<file path="src/hw/rtl/pps_pkg.sv">
// Shared constants and types for the preemptive priority scheduler.
// No dependencies.
package pps_pkg;

    localparam int SLOT_W    = 3;
    localparam int NUM_SLOTS = 2 ** SLOT_W;
    localparam int TIME_W    = 16;
    localparam int ID_W      = 8;
    localparam int PRIO_W    = 8;

    localparam logic [TIME_W-1:0] TIME_MAX = {TIME_W{1'b1}};

    localparam logic REQ_LOAD = 1'b0;
    localparam logic REQ_TICK = 1'b1;

    typedef enum logic [1:0] {
        ST_IDLE,
        ST_SCAN,
        ST_UPDATE
    } t_state;

    typedef struct packed {
        logic [ID_W-1:0]   id;
        logic [TIME_W-1:0] arrive;
        logic [TIME_W-1:0] burst;
        logic [TIME_W-1:0] remain;
        logic [PRIO_W-1:0] prio;
    } t_slot;

    // controller to datapath
    typedef struct packed {
        logic              load;
        logic              tick_start;
        logic              scan_en;
        logic [SLOT_W-1:0] scan_idx;
        logic              update;
    } t_dp_cmd;

endpackage

</file>
<file path="src/hw/rtl/pps_ctrl.sv">
// Sequencer for the scheduler: decodes a word, walks the slot scan, issues the update.
// Depends on pps_pkg.
module pps_ctrl (
    input  logic               i_clk,
    input  logic               i_rst_n,
    input  logic               start,
    input  logic               i_req_type,
    output logic               busy,
    output pps_pkg::t_dp_cmd   o_cmd
);
    import pps_pkg::*;

    t_state            r_state, n_state;
    logic [SLOT_W-1:0] r_idx, n_idx;

    always_ff @(posedge i_clk) begin
        if (!i_rst_n) begin
            r_state <= ST_IDLE;
            r_idx   <= '0;
        end else begin
            r_state <= n_state;
            r_idx   <= n_idx;
        end
    end

    always_comb begin
        n_state = r_state;
        n_idx   = r_idx;
        busy    = 1'b1;
        o_cmd   = '0;
        o_cmd.scan_idx = r_idx;
        unique case (r_state)
            ST_IDLE: begin
                busy = 1'b0;
                if (start) begin
                    if (i_req_type == REQ_LOAD) begin
                        o_cmd.load = 1'b1;
                    end else begin
                        o_cmd.tick_start = 1'b1;
                        n_idx   = '0;
                        n_state = ST_SCAN;
                    end
                end
            end
            ST_SCAN: begin
                o_cmd.scan_en = 1'b1;
                if (r_idx == SLOT_W'(NUM_SLOTS - 1)) begin
                    n_state = ST_UPDATE;
                end else begin
                    n_idx = r_idx + 1'b1;
                end
            end
            ST_UPDATE: begin
                o_cmd.update = 1'b1;
                n_state = ST_IDLE;
            end
            default: n_state = ST_IDLE;
        endcase
    end

endmodule

</file>
<file path="src/hw/rtl/pps_dp.sv">
// Datapath: slot table, time counter, best-candidate compare and result registers.
// Depends on pps_pkg.
module pps_dp (
    input  logic                        i_clk,
    input  logic                        i_rst_n,
    input  pps_pkg::t_dp_cmd            i_cmd,
    input  logic [pps_pkg::SLOT_W-1:0]  i_slot,
    input  logic [pps_pkg::ID_W-1:0]    i_proc_id,
    input  logic [pps_pkg::TIME_W-1:0]  i_arrival,
    input  logic [pps_pkg::TIME_W-1:0]  i_burst,
    input  logic [pps_pkg::PRIO_W-1:0]  i_prio,
    output logic                        o_strobe,
    output logic [pps_pkg::TIME_W-1:0]  o_tick_time,
    output logic                        o_granted,
    output logic [pps_pkg::SLOT_W-1:0]  o_grant_slot,
    output logic [pps_pkg::ID_W-1:0]    o_grant_id,
    output logic                        o_finished,
    output logic [pps_pkg::TIME_W-1:0]  o_wait_time,
    output logic [pps_pkg::TIME_W-1:0]  o_turnaround,
    output logic                        o_all_done
);
    import pps_pkg::*;

    t_slot                r_tab [NUM_SLOTS];
    logic [NUM_SLOTS-1:0] r_active;
    logic [TIME_W-1:0]    r_now;
    logic                 r_found;
    logic [SLOT_W-1:0]    r_best;
    logic [PRIO_W-1:0]    r_best_prio;

    logic                 r_strobe;
    logic [TIME_W-1:0]    r_tick_time;
    logic                 r_granted;
    logic [SLOT_W-1:0]    r_grant_slot;
    logic [ID_W-1:0]      r_grant_id;
    logic                 r_finished;
    logic [TIME_W-1:0]    r_wait_time;
    logic [TIME_W-1:0]    r_turnaround;
    logic                 r_all_done;

    logic [SLOT_W-1:0]    rd_addr;
    t_slot                rd_entry;
    logic                 elig;
    logic                 better;
    logic [TIME_W-1:0]    rem_dec;
    logic                 fin;
    logic [TIME_W-1:0]    end_time;
    logic [TIME_W-1:0]    tat;
    logic [TIME_W-1:0]    wt;
    logic [NUM_SLOTS-1:0] clr_mask;
    logic [NUM_SLOTS-1:0] n_active;

    // single read port: scan index while scanning, chosen slot on update
    assign rd_addr  = i_cmd.update ? r_best : i_cmd.scan_idx;
    assign rd_entry = r_tab[rd_addr];

    assign elig   = r_active[rd_addr] && (rd_entry.arrive <= r_now);
    assign better = elig && (!r_found || (rd_entry.prio < r_best_prio));

    assign rem_dec  = rd_entry.remain - 1'b1;
    assign fin      = r_found && (rem_dec == '0);
    assign end_time = (r_now == TIME_MAX) ? TIME_MAX : r_now + 1'b1;
    assign tat      = end_time - rd_entry.arrive;
    assign wt       = (tat >= rd_entry.burst) ? tat - rd_entry.burst : '0;

    always_comb begin
        clr_mask = '0;
        if (fin) begin
            clr_mask[r_best] = 1'b1;
        end
        n_active = r_active & ~clr_mask;
    end

    // control state
    always_ff @(posedge i_clk) begin
        if (!i_rst_n) begin
            r_active <= '0;
            r_now    <= '0;
            r_found  <= 1'b0;
            r_strobe <= 1'b0;
        end else begin
            r_strobe <= i_cmd.update;
            if (i_cmd.load) begin
                r_active[i_slot] <= (i_burst != '0);
            end
            if (i_cmd.tick_start) begin
                r_found <= 1'b0;
            end else if (i_cmd.scan_en && better) begin
                r_found <= 1'b1;
            end
            if (i_cmd.update) begin
                r_active <= n_active;
                if (r_now != TIME_MAX) begin
                    r_now <= r_now + 1'b1;
                end
            end
        end
    end

    // payload
    always_ff @(posedge i_clk) begin
        if (i_cmd.load) begin
            r_tab[i_slot] <= '{id: i_proc_id, arrive: i_arrival, burst: i_burst,
                               remain: i_burst, prio: i_prio};
        end else if (i_cmd.update && r_found) begin
            r_tab[r_best].remain <= rem_dec;
        end
        if (i_cmd.scan_en && better) begin
            r_best      <= rd_addr;
            r_best_prio <= rd_entry.prio;
        end
        if (i_cmd.update) begin
            r_tick_time  <= r_now;
            r_granted    <= r_found;
            r_grant_slot <= r_found ? r_best : '0;
            r_grant_id   <= r_found ? rd_entry.id : '0;
            r_finished   <= fin;
            r_wait_time  <= fin ? wt : '0;
            r_turnaround <= fin ? tat : '0;
            r_all_done   <= ~|n_active;
        end
    end

    assign o_strobe     = r_strobe;
    assign o_tick_time  = r_tick_time;
    assign o_granted    = r_granted;
    assign o_grant_slot = r_grant_slot;
    assign o_grant_id   = r_grant_id;
    assign o_finished   = r_finished;
    assign o_wait_time  = r_wait_time;
    assign o_turnaround = r_turnaround;
    assign o_all_done   = r_all_done;

endmodule

</file>
<file path="src/hw/rtl/preemptive_priority_scheduler_top.sv">
// Preemptive priority scheduler. A load word is taken in idle and gives no result.
// A tick word scans every slot in turn through one priority comparator on the slot
// table's single read port, passes one update state, and the result strobe follows,
// in which cycle the next word may already be taken; busy holds off words till then.
// Results cannot be stalled. Synchronous active-low reset clears time and marks
// every slot inactive; slot contents are undefined until loaded.
module preemptive_priority_scheduler_top (
    input  logic                        i_clk,
    input  logic                        i_rst_n,
    input  logic                        start,
    output logic                        busy,
    input  logic                        i_req_type,
    input  logic [pps_pkg::SLOT_W-1:0]  i_slot,
    input  logic [pps_pkg::ID_W-1:0]    i_proc_id,
    input  logic [pps_pkg::TIME_W-1:0]  i_arrival,
    input  logic [pps_pkg::TIME_W-1:0]  i_burst,
    input  logic [pps_pkg::PRIO_W-1:0]  i_prio,
    output logic                        o_strobe,
    output logic [pps_pkg::TIME_W-1:0]  o_tick_time,
    output logic                        o_granted,
    output logic [pps_pkg::SLOT_W-1:0]  o_grant_slot,
    output logic [pps_pkg::ID_W-1:0]    o_grant_id,
    output logic                        o_finished,
    output logic [pps_pkg::TIME_W-1:0]  o_wait_time,
    output logic [pps_pkg::TIME_W-1:0]  o_turnaround,
    output logic                        o_all_done
);
    import pps_pkg::*;

    t_dp_cmd cmd;

    pps_ctrl u_ctrl (
        .i_clk      (i_clk),
        .i_rst_n    (i_rst_n),
        .start      (start),
        .i_req_type (i_req_type),
        .busy       (busy),
        .o_cmd      (cmd)
    );

    pps_dp u_dp (
        .i_clk        (i_clk),
        .i_rst_n      (i_rst_n),
        .i_cmd        (cmd),
        .i_slot       (i_slot),
        .i_proc_id    (i_proc_id),
        .i_arrival    (i_arrival),
        .i_burst      (i_burst),
        .i_prio       (i_prio),
        .o_strobe     (o_strobe),
        .o_tick_time  (o_tick_time),
        .o_granted    (o_granted),
        .o_grant_slot (o_grant_slot),
        .o_grant_id   (o_grant_id),
        .o_finished   (o_finished),
        .o_wait_time  (o_wait_time),
        .o_turnaround (o_turnaround),
        .o_all_done   (o_all_done)
    );

    // a tick word must occupy the block
    a_tick_busy: assert property (@(posedge i_clk) disable iff (!i_rst_n)
        (start && !busy && i_req_type == REQ_TICK) |=> busy)
        else $error("tick accepted without going busy");

    // one strobe per tick, never back to back
    a_strobe_single: assert property (@(posedge i_clk) disable iff (!i_rst_n)
        o_strobe |=> !o_strobe)
        else $error("result strobe held for more than one cycle");

    a_fin_granted: assert property (@(posedge i_clk) disable iff (!i_rst_n)
        (o_strobe && o_finished) |-> (o_granted && o_turnaround >= o_wait_time))
        else $error("completion without grant or wait beyond turnaround");

    a_idle_zero: assert property (@(posedge i_clk) disable iff (!i_rst_n)
        (o_strobe && !o_granted) |-> (o_grant_id == '0 && o_grant_slot == '0))
        else $error("idle tick reports a slot");

endmodule
</file>
<file path="config.mk">
export PLATFORM = sky130hd
export DESIGN_NAME = preemptive_priority_scheduler_top
export DESIGN_NICKNAME = d
export VERILOG_FILES = /design/src/hw/rtl/pps_pkg.sv /design/src/hw/rtl/pps_ctrl.sv /design/src/hw/rtl/pps_dp.sv /design/src/hw/rtl/preemptive_priority_scheduler_top.sv
export SDC_FILE = /design/constraint.sdc
export NUM_CORES = 1
export LEC_CHECK = 0
export ABC_AREA = 0
export ABC_CLOCK_PERIOD_IN_PS = 9500
export BUFFER_PORTS_ARGS = -buffer_cell sky130_fd_sc_hd__buf_4
export CORE_MARGIN = 3
export CORE_UTILIZATION = 50
export DETAILED_ROUTE_END_ITERATION = 8
export GPL_ROUTABILITY_DRIVEN = 0
export GPL_TIMING_DRIVEN = 0
export PLACE_DENSITY = 0.69
export SLEW_MARGIN = 30
export SYNTH_ARGS = -nofsm -noshare
export SYNTH_HDL_FRONTEND = slang
export SYNTH_HIERARCHICAL = 1
export SYNTH_SLANG_ARGS = --single-unit
</file>
<file path="constraint.sdc">
create_clock -name i_clk -period 9.5 [get_ports i_clk]
set_clock_uncertainty 0.15 [all_clocks]
set_input_delay 1.425 -clock i_clk [delete_from_list [all_inputs] [get_ports i_clk]]
set_output_delay 1.425 -clock i_clk [all_outputs]
set_load 0.05 [all_outputs]
</file>
## After elaboration in Yosys (flattened, before gate mapping)

Memory sizes are Yosys's and may differ from the RTL's.
Index checks and enable logic that the tools add are counted.

| word-level totals | value |
|---|---|
| output and inout port bits | 64 |
| logic and storage cells | 99 |
| bits in registers | 104 |
| memory bits (writable) | 512 |
| memory bits (read-only) | 0 |
| latch bits | 0 |
| memories | 1 |
| input bits | 55 |

Memory list:

| memory | words | bits a word | rd ports | clocked after Yosys merged registers in | write ports | line | text |
|---|---|---|---|---|---|---|---|
| u_dp.r_tab | 8 | 64 | 1 | 0 | 1 | pps_dp.sv:24 | `t_slot r_tab [NUM_SLOTS];` |

| cells by class | value |
|---|---|
| $mul | 0 |
| bitwise operators | 3 |
| $lt $le $gt $ge | 8 |
| shift-type cells | 0 |
| reduce and logical (&&, ||, !) cells | 22 |
| add/sub/neg operators | 5 |
| muxes and demuxes | 35 |
| divide/modulo/power cells | 0 |
| eq/ne operators | 9 |

Operators with widths:

| operator | count |
|---|---|
| $mux 64 | 1 |
| $reduce_or 64->1 | 1 |
| $sub 16x16->16 | 2 |
| $mux 8 | 3 |
| $add 16x1->16 const B | 1 |
| $eq 16x16->1 const B | 1 |
| $ge 16x16->1 | 1 |
| $le 16x16->1 | 1 |
| $logic_not 16->1 | 1 |
| $mux 16 | 1 |
| $ne 16x16->1 const B | 1 |
| $reduce_bool 16->1 | 1 |
| $sub 16x1->16 const B | 1 |
| $mux 3 | 5 |
| $mux 1 | 13 |
| $lt 3x4->1 const B | 3 |
| $mux 2 | 6 |
| $and 8x8->8 | 1 |
| $bwmux 8 | 1 |
| $lt 8x8->1 | 1 |
| $not 8->8 | 1 |
| $reduce_or 8->1 | 1 |
| $logic_and 1x1->1 | 7 |
| $demux 1 s3 | 2 |
| 19 further kinds | 25 |

## Logic depth before layout (Yosys ltp)

An unclocked memory read counts as a cell.

| depth | value |
|---|---|
| depth after elaboration | 12 |
| mapped depth | 34 |
| mapped depth without buffers | 28 |

## Cells and area by module

The synthesis kept the hierarchy.

Modules (own cells, without submodules):

| module | area an instance (um^2) | sequential area each (um^2) | cells each | instances |
|---|---|---|---|---|
| pps_dp | 26923.3 | 18087.3 | 1755 | 1 |
| pps_ctrl | 262.8 | 100.1 | 32 | 1 |

## Worst setup path after synthesis

Ideal clock, no wire load.

| timing | value |
|---|---|
| kind | reg-to-reg |
| from | reg u_ctrl.r_state[1] |
| to | reg u_dp.r_wait_time[4], in the netlist u_dp/o_wait_time[4], data pin |
| library setup time | 0.254 ns |
| data required time | 9.096 ns |
| setup slack | 0.571 ns |
| arrival time | 8.524 ns |
| stages on the path, launching flop included | 35 |
| clock period less this slack | 8.929 ns |
| buffers on the path | 7 |
| cells stage by stage | dfxtp_1 > and2b_1 > buf_4 > nand2_1 > and2_4 > inv_2 > buf_6 > buf_2 > clkbuf_1 > clkbuf_1 > buf_1 > mux4_2 > nand2_1 > nand2_1 > inv_1 > ha_1 > nor2b_1 > o21ai_0 > a21oi_1 > o21ai_0 > nor2b_1 > xnor2_1 > ha_1 > a21oi_1 > nor2b_1 > o21ai_0 > o21ai_0 > nor2_1 > o21bai_1 > maj3_1 > a221o_1 > o21ai_0 > a21o_1 > buf_6 > nor2_1 |

RTL lines:

| item | line | text |
|---|---|---|
| start, declared | pps_ctrl.sv:13 | `t_state r_state, n_state;` |
| start signal, assigned | pps_ctrl.sv:21 | `r_state <= n_state;` |
| end signal, assigned | pps_dp.sv:118 | `r_wait_time <= fin ? wt : '0;` |
| end, declared | pps_dp.sv:37 | `logic [TIME_W-1:0] r_wait_time;` |

==> results.txt <==
post-route ant nets -> 0
worst relative slew slack -> 37.8%
register bit count reported by yosys -> 616
number of distinct library cells after synthesis -> 75
Synth Area per Inst -> 15.2 um^2
final cell count without fillers -> 2,741
Die Wd -> 239 um
Core Footprint -> 53,200 um^2
Num CTS Buffers -> 66
Crit Path Max Fanout -> 16
H-tree level count -> 3
Hold Path Class -> flop to flop
Min-Delay Startpoint -> u_dp/r_now[7]
mapped cell area -> 27,200 um^2
Final min period -> 8.76 ns
cts hold-fix bufs -> 0
fin util -> 60.2%
Starting Density -> 51.1%
Port Buffer Count -> 118
Worst R2R End -> u_dp/o_wait_time[10]
Post-DP Area -> 29,800 um^2
hold_ws -> 0.379 ns
Initial DRT Pass Iterations -> 6
combinational power share -> 6.3%
CTS tree -> done
Max Buffers Root-to-Sink -> 3
Area Overhead vs Synth -> 17.8%
WL final -> 65,900 um
RSZ-0062 raised after global routing -> no
global-route usage over all layers -> 23.4%
leakage -> 11.1 nW
Max VDD drop -> 0.133 mV
share of cells above drive strength 1 -> 21.1%
drt drc -> 0
Die H -> 239 um
vias in the first global route -> 16,800
hpwl dp -> 45,000 um
Final TNS setup -> 0 ns
Routed wire per std cell -> 24.0 um
Worst-path clk slew -> 0.06 ns
Slew @ Worst Pin -> 0.920 ns
postcts setup bufs -> 0
Vias/cell -> 6.07
status -> finished, final reports clean
Setup WS post-layout -> 0.738 ns
Synth Warn # -> 6
FILL cells -> 3,928
reg2reg setup slack -> 0.74 ns
launching point of the worst reg2reg path -> u_ctrl/r_state[1]
Tcrit/Tclk final -> 92.2%
Fin. Hold Viols -> 0
antenna violations before repair -> 0
worst reg2reg path depth -> 26
pre-CTS setup slack -> -0.119 ns
sequential power share -> 50.6%
max-slew violation count -> 0
Net Switching -> 1.27 mW
largest net degree at the start of global routing -> 49
sequential share of the synthesized area -> 66.9%
Power Internal -> 4.66 mW
Clock Sinks -> 616
main flop type after synthesis -> edfxtp_1
critical path class -> flop to flop
Cells after Synth -> 1,787
Worst-Skew Late Latency -> 0.61 ns
worst setup path startpoint -> u_ctrl/r_state[1]
fmax -> 0.114 GHz
Tot Pwr -> 5.93 mW
placed cells -> 2,623
hold depth -> 0
via count -> 16,600
Post-Syn Nets -> 1,902
Async SR Flop Fraction -> 0%
Rows -> 84
CP Data Required Time -> 9.69 ns
critical path endpoint category -> flop
Max Cap Violations -> 0
first-pass GRT wire length -> 100,000 um
hold path endpoint -> u_dp/o_tick_time[7]
post-route cell area -> 32,000 um^2
nets -> 2,116
P per Cell Area -> 185 nW/um^2
Setup crit start kind -> flop
CP arrival -> 8.95 ns
# setup viols final -> 0
number of synthesized flops with an enable pin -> 585
total gr overflow -> 0
I/O pin cnt -> 119
DR iter-0 viols -> 1,735
die area -> 57,200 um^2
Sw Ratio -> 21.5%
part of the power in the clock network -> 43.1%
Root Buffer -> clkbuf_16
[Yosys cell counts (13+ instances only)]
| cell type | instances | area (um^2) |
|---|---|---|
| mux2i_1 | 21 | 210 |
| dfxtp_1 | 31 | 621 |
| clkbuf_1 | 41 | 154 |
| nor2_1 | 98 | 368 |
| mux4_2 | 117 | 2640 |
| or3_1 | 18 | 113 |
| o21ai_0 | 38 | 190 |
| xnor2_1 | 37 | 324 |
| o22ai_1 | 18 | 113 |
| inv_1 | 73 | 274 |
| nand2b_1 | 16 | 100 |
| a21o_1 | 18 | 135 |
| and3_1 | 13 | 81.3 |
| ha_1 | 58 | 726 |
| a21oi_1 | 49 | 245 |
| a21boi_0 | 20 | 150 |
| nor3_1 | 41 | 205 |
| buf_1 | 19 | 71.3 |
| edfxtp_1 | 585 | 17600 |
| nand3_1 | 14 | 70.1 |
| nand2_1 | 168 | 631 |
| and2_1 | 76 | 475 |
| nor2b_1 | 20 | 125 |
[registers in the layout, summed over array words and instances (netlist names)]
register / cells
u_dp/o_granted: 1
u_dp/o_strobe: 1
u_dp/o_grant_id: 8
u_dp/r_now: 16
u_dp/r_best: 3
u_dp/r_tab: 512
u_dp/o_wait_time: 16
u_ctrl/r_state: 2
u_dp/o_all_done: 1
u_dp/r_best_prio: 8
u_dp/r_found: 1
u_dp/o_grant_slot: 3
u_dp/r_active: 8
u_ctrl/r_idx: 3
u_dp/o_tick_time: 16
u_dp/o_turnaround: 16
u_dp/o_finished: 1
[layout by cell type, fill, tap and decap left out, types with 12 or more instances in the layout]
cell type,instances
clkbuf_16,69
xnor2_1,37
nand2b_1,16
nor2_1,82
buf_2,13
a211oi_1,12
or3_1,18
o22ai_1,18
dfxtp_1,31
buf_16,23
and2_1,76
mux2i_1,21
clkbuf_1,52
edfxtp_1,585
ha_1,58
nor2_4,16
nand2_1,168
and3_1,13
buf_4,120
nor3_1,41
a21oi_1,49
nor2b_1,20
o21a_1,12
mux4_2,117
inv_1,73
a21o_1,18
a21boi_0,19
o21ai_0,38
nand3_1,14
[worst max path at each step]
stage / depth (start not counted) / to
floorplan: 34 / u_dp/o_wait_time[4]
CTS: 33 / u_dp/o_wait_time[4]
global placement: 34 / u_dp/o_wait_time[8]
detailed placement: 32 / u_dp/o_wait_time[10]
global route: 33 / u_dp/o_wait_time[4]
finish: 26 / u_dp/o_wait_time[10]
[area by class of cell]
type	instances	area, um^2	area share (%)
inverters	75	282	0.879
flip-flops and latches	616	18200	56.8
repair buffers	148	1630	5.09
clock buffers	90	1860	5.80
clock inverters	29	312	0.973
multi-input cells	1020	8530	26.7
plain buffers	74	352	1.10
diodes	1	2.50	0.00782
well taps	688	861	2.69
[power by group through the flow]
stage	combinational (mW)	clock, mW	sequential, mW
after floorplan	0.241	0	3.06
after global placement	0.345	0	3.06
after detailed placement	0.372	0	3.06
after CTS	0.374	2.61	3.00
after global routing	0.409	2.71	3.00
final	0.375	2.55	3.00
[what timing repair did]
| item | in CTS | in global routing |
|---|---|---|
| endpoints found under the setup margin | 10 | 16 |
| cloned | 0 | 0 |
| pin swaps | 0 | 0 |
| resized for setup | 3 | 6 |
[worst max-delay path, stage by stage (launching register included)]
cell and delay (ns):
dfxtp_1 0.44, and2b_4 0.48, buf_4 0.26, mux2i_2 0.19
inv_1 0.31, buf_1 0.60, clkbuf_1 0.75, clkbuf_1 0.69
clkbuf_1 0.69, nand2_1 0.11, nand2_1 0.16, inv_1 0.07
ha_1 0.33, or3_1 0.31, o21ai_0 0.15, a211oi_1 0.15
o21a_1 0.22, o211ai_1 0.21, a21boi_0 0.17, nor2_1 0.34
ha_1 0.35, and2_1 0.22, a221o_1 0.39, o21ai_0 0.18
a21o_1 0.32, buf_6 0.19, nor2_1 0.06
[routing by layer]
layer	share of wire, %	track usage [%]	vias up
li1	-	-	7339
met1	40	31.8	8362
met2	49	38.6	791
met3	8.2	4.50	137
met4	2.9	7.68	0
met5	0	0	-
[logic make-up (layout without fill, tap and decap cells)]
logic type | after synthesis | count (layout) | share of synthesized area [%]
adder cells (fa/ha/maj) | 62 | 62 | 2.89
AND/OR/NAND/NOR | 512 | 512 | 9.27
flip-flops | 616 | 616 | 66.9
buffers and inverters | 151 | 416 | 2.27
other | 0 | 1 | 0
XOR/XNOR | 47 | 47 | 1.51
multiplexers | 142 | 142 | 10.7
AO/OA/AOI/OAI | 257 | 257 | 6.46
No activity file was read; power rests on OpenSTA's default activity.
